`src/rtl/core/wbps_pkg.sv`:
```
// ----------------------------------------------------------------------------
// wbps_pkg: shared types and constants of the wildcard byte pattern scanner
// Request and result payloads, configuration register indexes and sizes.
// ----------------------------------------------------------------------------
package wbps_pkg;

  localparam int MAX_PATTERN  = 16;  // longest pattern, 1..16
  localparam int ADDRESS_BITS = 48;  // address width, 32..64

  // Width that holds 0..MAX_PATTERN (length and window fill)
  localparam int LEN_W = $clog2(MAX_PATTERN + 1);
  // Width of an index into MAX_PATTERN bytes
  localparam int IDX_W = (MAX_PATTERN > 1) ? $clog2(MAX_PATTERN) : 1;
  // Stored history bytes (one spare keeps the array non-empty)
  localparam int WIN_DEPTH = (MAX_PATTERN > 1) ? MAX_PATTERN - 1 : 1;

  // Configuration port
  localparam int CFG_IDX_W  = 3;
  localparam int CFG_DATA_W = 64;

  localparam logic [CFG_IDX_W-1:0] CFG_PATTERN_LOW  = 3'd0;
  localparam logic [CFG_IDX_W-1:0] CFG_PATTERN_HIGH = 3'd1;
  localparam logic [CFG_IDX_W-1:0] CFG_WILDCARD     = 3'd2;
  localparam logic [CFG_IDX_W-1:0] CFG_LENGTH       = 3'd3;
  localparam logic [CFG_IDX_W-1:0] CFG_PERM_WANT    = 3'd4;
  localparam logic [CFG_IDX_W-1:0] CFG_PERM_CARE    = 3'd5;

  typedef struct packed {
    logic [7:0]              data_byte;
    logic [ADDRESS_BITS-1:0] byte_address;
    logic [3:0]              region_perms;
    logic                    region_first;
    logic                    scan_last;
  } scan_req_t;

  typedef struct packed {
    logic                    found;
    logic [ADDRESS_BITS-1:0] match_address;
  } scan_result_t;

endpackage

```
`src/rtl/core/wildcard_byte_pattern_scanner.sv`:
```
// ----------------------------------------------------------------------------
// wildcard_byte_pattern_scanner: streaming wildcard byte pattern search
// Scans memory bytes region by region and reports the first pattern match.
// ----------------------------------------------------------------------------
// Usage
//   Requests (one memory byte each, with its address, region flags and
//   region/scan markers) enter on scan_valid/scan_ready. Results leave on
//   result_valid/result_ready: one for a scan's first match, or one not-found
//   on the last byte of a scan with no match. Most requests produce no result.
//   Configuration is written through cfg_write/cfg_index/cfg_data while the
//   block is idle; writes take effect at once, unknown indexes are dropped.
// Timing
//   A request is held in the input register, then its compare and window
//   update happen in one pass into the result register; a held result can
//   keep it waiting in the input register. One request per cycle is sustained
//   while results are taken; the 16-way masked byte compare sets the cycle.
// Reset
//   rst (synchronous) empties both registers, clears the window fill,
//   deselects the region, rearms the scan and loads register defaults.
// Stall
//   A held result stops the input register whenever it holds a request;
//   scan_ready drops until result_ready frees the slot.
// ----------------------------------------------------------------------------
module wildcard_byte_pattern_scanner (
  input  logic                                clk,
  input  logic                                rst,
  // configuration
  input  logic                                cfg_write,
  input  logic [wbps_pkg::CFG_IDX_W-1:0]      cfg_index,
  input  logic [wbps_pkg::CFG_DATA_W-1:0]     cfg_data,
  // request channel
  input  logic                                scan_valid,
  output logic                                scan_ready,
  input  wbps_pkg::scan_req_t                 scan_item,
  // result channel
  output logic                                result_valid,
  input  logic                                result_ready,
  output wbps_pkg::scan_result_t              result
);

  localparam int MAXP  = wbps_pkg::MAX_PATTERN;
  localparam int LEN_W = wbps_pkg::LEN_W;
  localparam int IDX_W = wbps_pkg::IDX_W;
  localparam int WIN_D = wbps_pkg::WIN_DEPTH;
  localparam int AW    = wbps_pkg::ADDRESS_BITS;

  // --------------------------------------------------------------------------
  // Configuration registers
  // --------------------------------------------------------------------------
  logic [63:0] pattern_bytes_low;
  logic [63:0] pattern_bytes_high;
  logic [15:0] wildcard_mask;
  logic [4:0]  pattern_length;
  logic [3:0]  perm_want;
  logic [3:0]  perm_care;

  always_ff @(posedge clk) begin
    if (rst) begin
      pattern_bytes_low  <= '0;
      pattern_bytes_high <= '0;
      wildcard_mask      <= '0;
      pattern_length     <= 5'd1;
      perm_want          <= 4'd1;
      perm_care          <= '0;
    end else if (cfg_write) begin
      unique case (cfg_index)
        wbps_pkg::CFG_PATTERN_LOW:  pattern_bytes_low  <= cfg_data;
        wbps_pkg::CFG_PATTERN_HIGH: pattern_bytes_high <= cfg_data;
        wbps_pkg::CFG_WILDCARD:     wildcard_mask      <= cfg_data[15:0];
        wbps_pkg::CFG_LENGTH:       pattern_length     <= cfg_data[4:0];
        wbps_pkg::CFG_PERM_WANT:    perm_want          <= cfg_data[3:0];
        wbps_pkg::CFG_PERM_CARE:    perm_care          <= cfg_data[3:0];
        default: ;  // writes past the register list are dropped
      endcase
    end
  end

  // Effective length: zero counts as one, long values saturate
  logic [LEN_W-1:0] len_eff;
  always_comb begin
    if (pattern_length == 5'd0) begin
      len_eff = LEN_W'(1);
    end else if (pattern_length > 5'(MAXP)) begin
      len_eff = LEN_W'(MAXP);
    end else begin
      len_eff = LEN_W'(pattern_length);
    end
  end

  // Pattern bytes as an array
  logic [7:0] pat [MAXP];
  always_comb begin
    for (int i = 0; i < MAXP; i++) begin
      if (i < 8) begin
        pat[i] = pattern_bytes_low[(i % 8) * 8 +: 8];
      end else begin
        pat[i] = pattern_bytes_high[(i % 8) * 8 +: 8];
      end
    end
  end

  // --------------------------------------------------------------------------
  // Input register
  // --------------------------------------------------------------------------
  logic                stage_valid;
  wbps_pkg::scan_req_t stage;
  logic                advance;

  // Stage moves on when the result slot is free or being emptied
  assign advance    = stage_valid && (!result_valid || result_ready);
  assign scan_ready = !stage_valid || advance;

  always_ff @(posedge clk) begin
    if (rst) begin
      stage_valid <= 1'b0;
    end else if (scan_ready) begin
      stage_valid <= scan_valid;
    end
  end

  always_ff @(posedge clk) begin
    if (scan_ready && scan_valid) begin
      stage <= scan_item;
    end
  end

  // --------------------------------------------------------------------------
  // Scan state
  // --------------------------------------------------------------------------
  logic [7:0]       window [WIN_D];   // entry 0 is the most recent byte
  logic [LEN_W-1:0] window_fill;
  logic             region_selected;
  logic             scan_finished;

  logic             perm_ok;
  logic             sel_now;
  logic [LEN_W-1:0] fill_now;
  logic [LEN_W-1:0] fill_next;
  logic [7:0]       cand [MAXP];      // index = bytes back from current
  logic             all_match;
  logic             hit;
  logic             emit;

  assign perm_ok  = ((stage.region_perms ^ perm_want) & perm_care) == 4'd0;
  assign sel_now  = stage.region_first ? perm_ok : region_selected;
  assign fill_now = stage.region_first ? '0 : window_fill;

  always_comb begin
    cand[0] = stage.data_byte;
    for (int j = 1; j < MAXP; j++) begin
      cand[j] = window[j-1];
    end
  end

  // Masked compare: pattern byte i lines up with the byte len-1-i back
  always_comb begin
    logic [LEN_W-1:0] back;
    all_match = 1'b1;
    back      = '0;
    for (int i = 0; i < MAXP; i++) begin
      back = len_eff - LEN_W'(1) - LEN_W'(i);
      if ((LEN_W'(i) < len_eff) && !wildcard_mask[i]) begin
        if (cand[back[IDX_W-1:0]] != pat[i]) begin
          all_match = 1'b0;
        end
      end
    end
  end

  assign hit  = sel_now && (({1'b0, fill_now} + (LEN_W+1)'(1)) >= {1'b0, len_eff})
                && all_match;
  assign emit = hit || stage.scan_last;

  assign fill_next = (fill_now < LEN_W'(MAXP - 1)) ? fill_now + LEN_W'(1) : fill_now;

  always_ff @(posedge clk) begin
    if (rst) begin
      window_fill     <= '0;
      region_selected <= 1'b0;
      scan_finished   <= 1'b0;
    end else if (advance) begin
      if (scan_finished) begin
        // rest of a scan is ignored until its last byte rearms us
        if (stage.scan_last) begin
          scan_finished <= 1'b0;
        end
      end else begin
        region_selected <= sel_now;
        window_fill     <= fill_next;
        scan_finished   <= hit && !stage.scan_last;
      end
    end
  end

  // History shift (payload, no reset: reads stay below the fill)
  always_ff @(posedge clk) begin
    if (advance && !scan_finished && (MAXP > 1)) begin
      window[0] <= stage.data_byte;
      for (int k = 1; k < WIN_D; k++) begin
        window[k] <= window[k-1];
      end
    end
  end

  // --------------------------------------------------------------------------
  // Result register
  // --------------------------------------------------------------------------
  always_ff @(posedge clk) begin
    if (rst) begin
      result_valid <= 1'b0;
    end else if (advance && !scan_finished && emit) begin
      result_valid <= 1'b1;
    end else if (result_ready) begin
      result_valid <= 1'b0;
    end
  end

  always_ff @(posedge clk) begin
    if (advance && !scan_finished && emit) begin
      result.found <= hit;
      if (hit) begin
        result.match_address <= stage.byte_address - AW'(len_eff - LEN_W'(1));
      end else begin
        result.match_address <= '0;
      end
    end
  end

  // --------------------------------------------------------------------------
  // Assertions
  // --------------------------------------------------------------------------
  a_notfound_zero: assert property (@(posedge clk) disable iff (rst)
    result_valid && !result.found |-> result.match_address == '0)
    else $error("not-found result with nonzero address");

  a_fill_bound: assert property (@(posedge clk) disable iff (rst)
    window_fill <= LEN_W'(MAXP - 1))
    else $error("window fill beyond history depth");

  a_last_reports: assert property (@(posedge clk) disable iff (rst)
    advance && !scan_finished && stage.scan_last |=> result_valid)
    else $error("armed last byte produced no result");

  a_stage_holds: assert property (@(posedge clk) disable iff (rst)
    stage_valid && !advance |=> stage_valid && $stable(stage))
    else $error("stalled request lost from input register");

  a_finished_quiet: assert property (@(posedge clk) disable iff (rst)
    advance && scan_finished |=> !result_valid)
    else $error("ignored byte produced a result");

endmodule
```
`config.mk`:
```
export PLATFORM = sky130hd
export DESIGN_NAME = wildcard_byte_pattern_scanner
export DESIGN_NICKNAME = d
export VERILOG_FILES = /design/src/rtl/core/wbps_pkg.sv /design/src/rtl/core/wildcard_byte_pattern_scanner.sv
export SDC_FILE = /design/constraint.sdc
export NUM_CORES = 1
export LEC_CHECK = 0
export BUFFER_PORTS_ARGS = -buffer_cell sky130_fd_sc_hd__clkbuf_2
export CAP_MARGIN = 20
export CORE_MARGIN = 5
export CORE_UTILIZATION = 30
export CTS_CLUSTER_SIZE = 20
export DETAILED_ROUTE_END_ITERATION = 10
export GPL_TIMING_DRIVEN = 0
export PLACE_DENSITY_LB_ADDON = 0.08
export REMOVE_ABC_BUFFERS = 1
export SYNTH_ARGS = -nofsm -noshare
export SYNTH_HDL_FRONTEND = slang
export SYNTH_SLANG_ARGS = --single-unit
export TNS_END_PERCENT = 1
```
`constraint.sdc`:
```
create_clock -name clk -period 7.8 [get_ports clk]
set_input_delay 0.78 -clock clk [delete_from_list [all_inputs] [get_ports clk]]
set_output_delay 0.78 -clock clk [all_outputs]
set_load 0.1 [all_outputs]
```
==> impl_summary.txt <==
----------------------------------------------------
[Outcome]
  Run status ... complete, no violations

[STA]
  Setup repair after global routing missed its margin ... false
  Part of the cycle the worst path needs ... 0.963
  Max Freq ... 133 MHz
  Count of final hold-check violations ... 0
  Worst Skew ... 0.0312 ns
  Pins over their slew limit ... 0
  Setup Total Neg Slack ... 0 ns
  Worst path setup slack after routing ... 0.285 ns
  Final critical delay including setup and external delays ... 7.51 ns
  Worst Tran Pin Value ... 1.08 ns
  Worst rel slew slack ... 0.280
  Final setup fails ... 0

[GRT]
  Remaining global-route overflow ... 0
  Antenna violations before repair ... 7
  Vias in the first global route ... 19599
  Largest net degree at the start of global routing ... 128
  GRT Util Overall ... 0.200
  Global-route wire length before repair ... 134000 um

[Clock network]
  Number of buffers created by CTS ... 51
  Clock Tree Buf Depth ... 3
  CTS root buf ... sky130_fd_sc_hd__clkbuf_16
  Count of clock tree sinks ... 397
  H-tree levels ... 2
  Clock-pin transition on the worst setup and hold timing paths ... 0.06 ns
  Clk_lat worst skew ... 0.61 ns
  TritonCTS clock tree ... built

[Yosys]
  Post-synthesis instance total ... 2347
  Synthesized area divided by synthesized cell count ... 10.6 um^2
  Area share of the largest cell type after synthesis ... 0.279
  Sequential fraction of the synthesis area ... 0.413
  Summed instance area of the synthesized netlist ... 24800 um^2
  Post-synth top area cell ... sky130_fd_sc_hd__edfxtp_1
  Yosys warning count ... 0
  Number of enable flip-flop cells after synthesis ... 231
  Synth cell types ... 79
  Ys async rst share ... 0
  Biggest area contributors in the synthesized netlist ... sky130_fd_sc_hd__edfxtp_1 28%, sky130_fd_sc_hd__dfxtp_1 13%, sky130_fd_sc_hd__mux4_2 12%, sky130_fd_sc_hd__mux2i_1 8.9%, sky130_fd_sc_hd__nand2_1 5.4%
  FF+latch count, synth ... 397
  Dominant synthesized flop cell ... sky130_fd_sc_hd__edfxtp_1

[Power and ir drop]
  PD cells ... 197 nW/um^2
  Final Total Pwr ... 5.77 mW
  Worst supply voltage drop on vdd ... 121 uV
  P_leak ... 10.8 nW

[Critical path]
  Crit Path Class ... flop to flop
  Delay of the slowest cell on the worst path ... 0.53 ns
  Cell mode on critical path ... sky130_fd_sc_hd__buf_12
  Worst setup path startpoint ... pattern_length[1]
  Worst path bufs/invs ... 11
  Crit end category ... flop
  Top Family by Delay on Critical Path ... buffers and inverters
  Required time at the endpoint of the critical path ... 8.09 ns
  Worst-path maximum fanout ... 42
  Worst reg2reg path startpoint ... pattern_length[1]
  Kind of launch point of the worst setup path ... flop
  Arrival time worst endpoint ... 7.81 ns
  Max stage delay cell, worst path ... sky130_fd_sc_hd__mux4_2

[Placement]
  Cell area after placement ... 27400 um^2
  Instance count after placement with tap cells included ... 3479
  Estimated wirelength of the detail-placed design ... 64700 um
  Port Buffers ... 184
  Worst setup slack after placement ... -2.60 ns
  Final weighted congestion in routability-driven placement ... 0.823

[Floorplanning]
  Floorplan row count ... 105
  Die span in y ... 298 um
  Die X ... 298 um
  Die Footprint ... 88700 um^2
  Core ar. ... 82100 um^2
  I/O pin total ... 185
  Starting Density ... 0.303

[Final layout]
  Share of final-layout standard cells stronger than drive strength 1 ... 0.202
  Area growth, synth to finish ... 18.1%
  Design Area, Final ... 29400 um^2
  Non-filler cells, final ... 3594
  Number of nets in the layout ... 2679
  Antenna diode instance count ... 0

[Flow run]
  MaxCap Viol Count ... 0

[Drt]
  Routed length per placed instance ... 25.6 um
  Final routed DRC violation total ... 0
  Detail-routed via count per cell ... 5.51
  Number of DRC violations after detailed-routing iteration 0 ... 1625
  Total iterations of the first detailed-routing run ... 5
  Remaining antenna violation count ... 0
  Drt total wl ... 92200 um
  Total vias in the final route ... 19793

[Worst hold path]
  Hold Crit Class ... primary input to flop
  Hold path startpoint ... scan_item[7]

----------------------------------------------------
==> kinds of logic after synthesis <==
logic type      share of synthesized area
simple gates                        0.119
compound gates                      0.127
flops                               0.413
mux                                 0.215
buf+inv                            0.0297
xor+xnor                           0.0637
fa+ha+maj                          0.0333
==> worst register-to-register path, stage by stage (launching register included) <==
cell and delay, ns:
sky130_fd_sc_hd__dfxtp_4 0.45, sky130_fd_sc_hd__buf_16 0.25, sky130_fd_sc_hd__nor4_4 0.39, sky130_fd_sc_hd__buf_8 0.21
sky130_fd_sc_hd__or2_4 0.18, sky130_fd_sc_hd__buf_12 0.22, sky130_fd_sc_hd__clkinv_8 0.32, sky130_fd_sc_hd__buf_16 0.28
sky130_fd_sc_hd__ha_1 0.35, sky130_fd_sc_hd__xnor2_4 0.17, sky130_fd_sc_hd__buf_6 0.18, sky130_fd_sc_hd__inv_6 0.29
sky130_fd_sc_hd__ha_1 0.37, sky130_fd_sc_hd__xnor2_4 0.17, sky130_fd_sc_hd__buf_4 0.24, sky130_fd_sc_hd__mux4_2 0.54
sky130_fd_sc_hd__xor2_1 0.18, sky130_fd_sc_hd__nor4_2 0.46, sky130_fd_sc_hd__a21oi_1 0.24, sky130_fd_sc_hd__o2bb2ai_1 0.20
sky130_fd_sc_hd__nor4_4 0.40, sky130_fd_sc_hd__nand3_4 0.28, sky130_fd_sc_hd__buf_12 0.28, sky130_fd_sc_hd__a21oi_4 0.18
sky130_fd_sc_hd__buf_12 0.14, sky130_fd_sc_hd__buf_12 0.19
==> metrics by stage <==
| step | hold slack (ns) | util |
|---|---|---|
| 2_1_floorplan | 0.418 | - |
| 3_3_place_gp | 0.430 | 0.322 |
| 3_5_place_dp | 0.449 | 0.333 |
| 4_1_cts | 0.291 | 0.357 |
| 5_1_grt | 0.308 | 0.357 |
| 6_report | 0.341 | 0.357 |
==> cells in the mapped netlist (6+ instances only) <==
cell type,number
sky130_fd_sc_hd__o32ai_1,7
sky130_fd_sc_hd__inv_1,20
sky130_fd_sc_hd__buf_2,22
sky130_fd_sc_hd__and3b_1,12
sky130_fd_sc_hd__dfxtp_1,166
sky130_fd_sc_hd__edfxtp_1,231
sky130_fd_sc_hd__nor2_1,93
sky130_fd_sc_hd__buf_1,31
sky130_fd_sc_hd__mux4_2,132
sky130_fd_sc_hd__a31oi_1,19
sky130_fd_sc_hd__nand2_1,359
sky130_fd_sc_hd__a21o_1,36
sky130_fd_sc_hd__xnor2_1,110
sky130_fd_sc_hd__o31ai_1,18
sky130_fd_sc_hd__o22ai_1,23
sky130_fd_sc_hd__o21ai_0,65
sky130_fd_sc_hd__nor3_1,17
sky130_fd_sc_hd__nand4_1,20
sky130_fd_sc_hd__ha_1,63
sky130_fd_sc_hd__a21oi_1,222
sky130_fd_sc_hd__a211oi_1,60
sky130_fd_sc_hd__mux2_2,14
sky130_fd_sc_hd__xor2_1,67
sky130_fd_sc_hd__clkbuf_1,97
sky130_fd_sc_hd__nor4_1,13
sky130_fd_sc_hd__nand3_1,20
sky130_fd_sc_hd__and3_1,16
sky130_fd_sc_hd__o21a_1,6
sky130_fd_sc_hd__nor2b_1,43
sky130_fd_sc_hd__mux2i_1,221
sky130_fd_sc_hd__nand2b_1,19
sky130_fd_sc_hd__and2_1,11
==> registers in the layout, indices dropped and copies added, names as in the netlist, 4 cells and up <==
| register | flops |
|---|---|
| pattern_bytes_high | 64 |
| perm_want | 4 |
| pattern_length | 5 |
| pattern_bytes_low | 64 |
| wildcard_mask | 16 |
| window | 120 |
| window_fill | 5 |
| stage | 54 |
| perm_care | 4 |
| result | 49 |
| cand | 8 |
==> report_power, final <==
part	switching [mW]	internal (mW)
Sequential	0.0720	2.30
Clock	0.970	1.37
Combinational	0.641	0.422
Total	1.68	4.09
==> metal layers <==
layer | vias up | global-route usage | share of wire
met5 | - | 0 | 0.00055
met4 | 8 | 0.0610 | 0.034
met3 | 152 | 0.0499 | 0.081
met2 | 752 | 0.318 | 0.45
met1 | 9830 | 0.269 | 0.43
li1 | 9051 | - | -
==> final timing paths <==
kind	slack [ns]	endpoint	cells after the start
worst max register to register	0.29	result[46]	25
worst max-delay path	0.29	result[46]	25
worst min register to register	0.46	pattern_bytes_high[62]	2
worst min-delay path	0.34	stage[7]	1
==> cell usage in the layout (no fill, tap or decap), types with 65 or more instances in the layout <==
cell	n
sky130_fd_sc_hd__nor2_1	91
sky130_fd_sc_hd__xor2_1	66
sky130_fd_sc_hd__nand2_1	357
sky130_fd_sc_hd__clkbuf_2	183
sky130_fd_sc_hd__dfxtp_1	163
sky130_fd_sc_hd__o21ai_0	65
sky130_fd_sc_hd__xnor2_1	107
sky130_fd_sc_hd__mux2i_1	221
sky130_fd_sc_hd__edfxtp_1	231
sky130_fd_sc_hd__a21oi_1	220
sky130_fd_sc_hd__mux4_2	132
==> timing repair <==
item | CTS | global route
setup buffers | 12 | 2
hold endpoints to repair | 0 | 0
pin swaps | 6 | 1
setup endpoints to repair | 100 | 44
cloned | 3 | 1
resized for setup | 19 | 4
hold buffers | 0 | 0
==> area by class of cell <==
class | instances | area [um^2]
fillers | 8061 | 52800
multi-input cells | 1772 | 14100
flip-flops and latches | 397 | 10300
repair buffers | 233 | 1860
clock buffers | 77 | 1480
well taps | 1070 | 1340
clock inverters | 19 | 154
inverters | 26 | 123
Power figures use the tool's default switching activity.
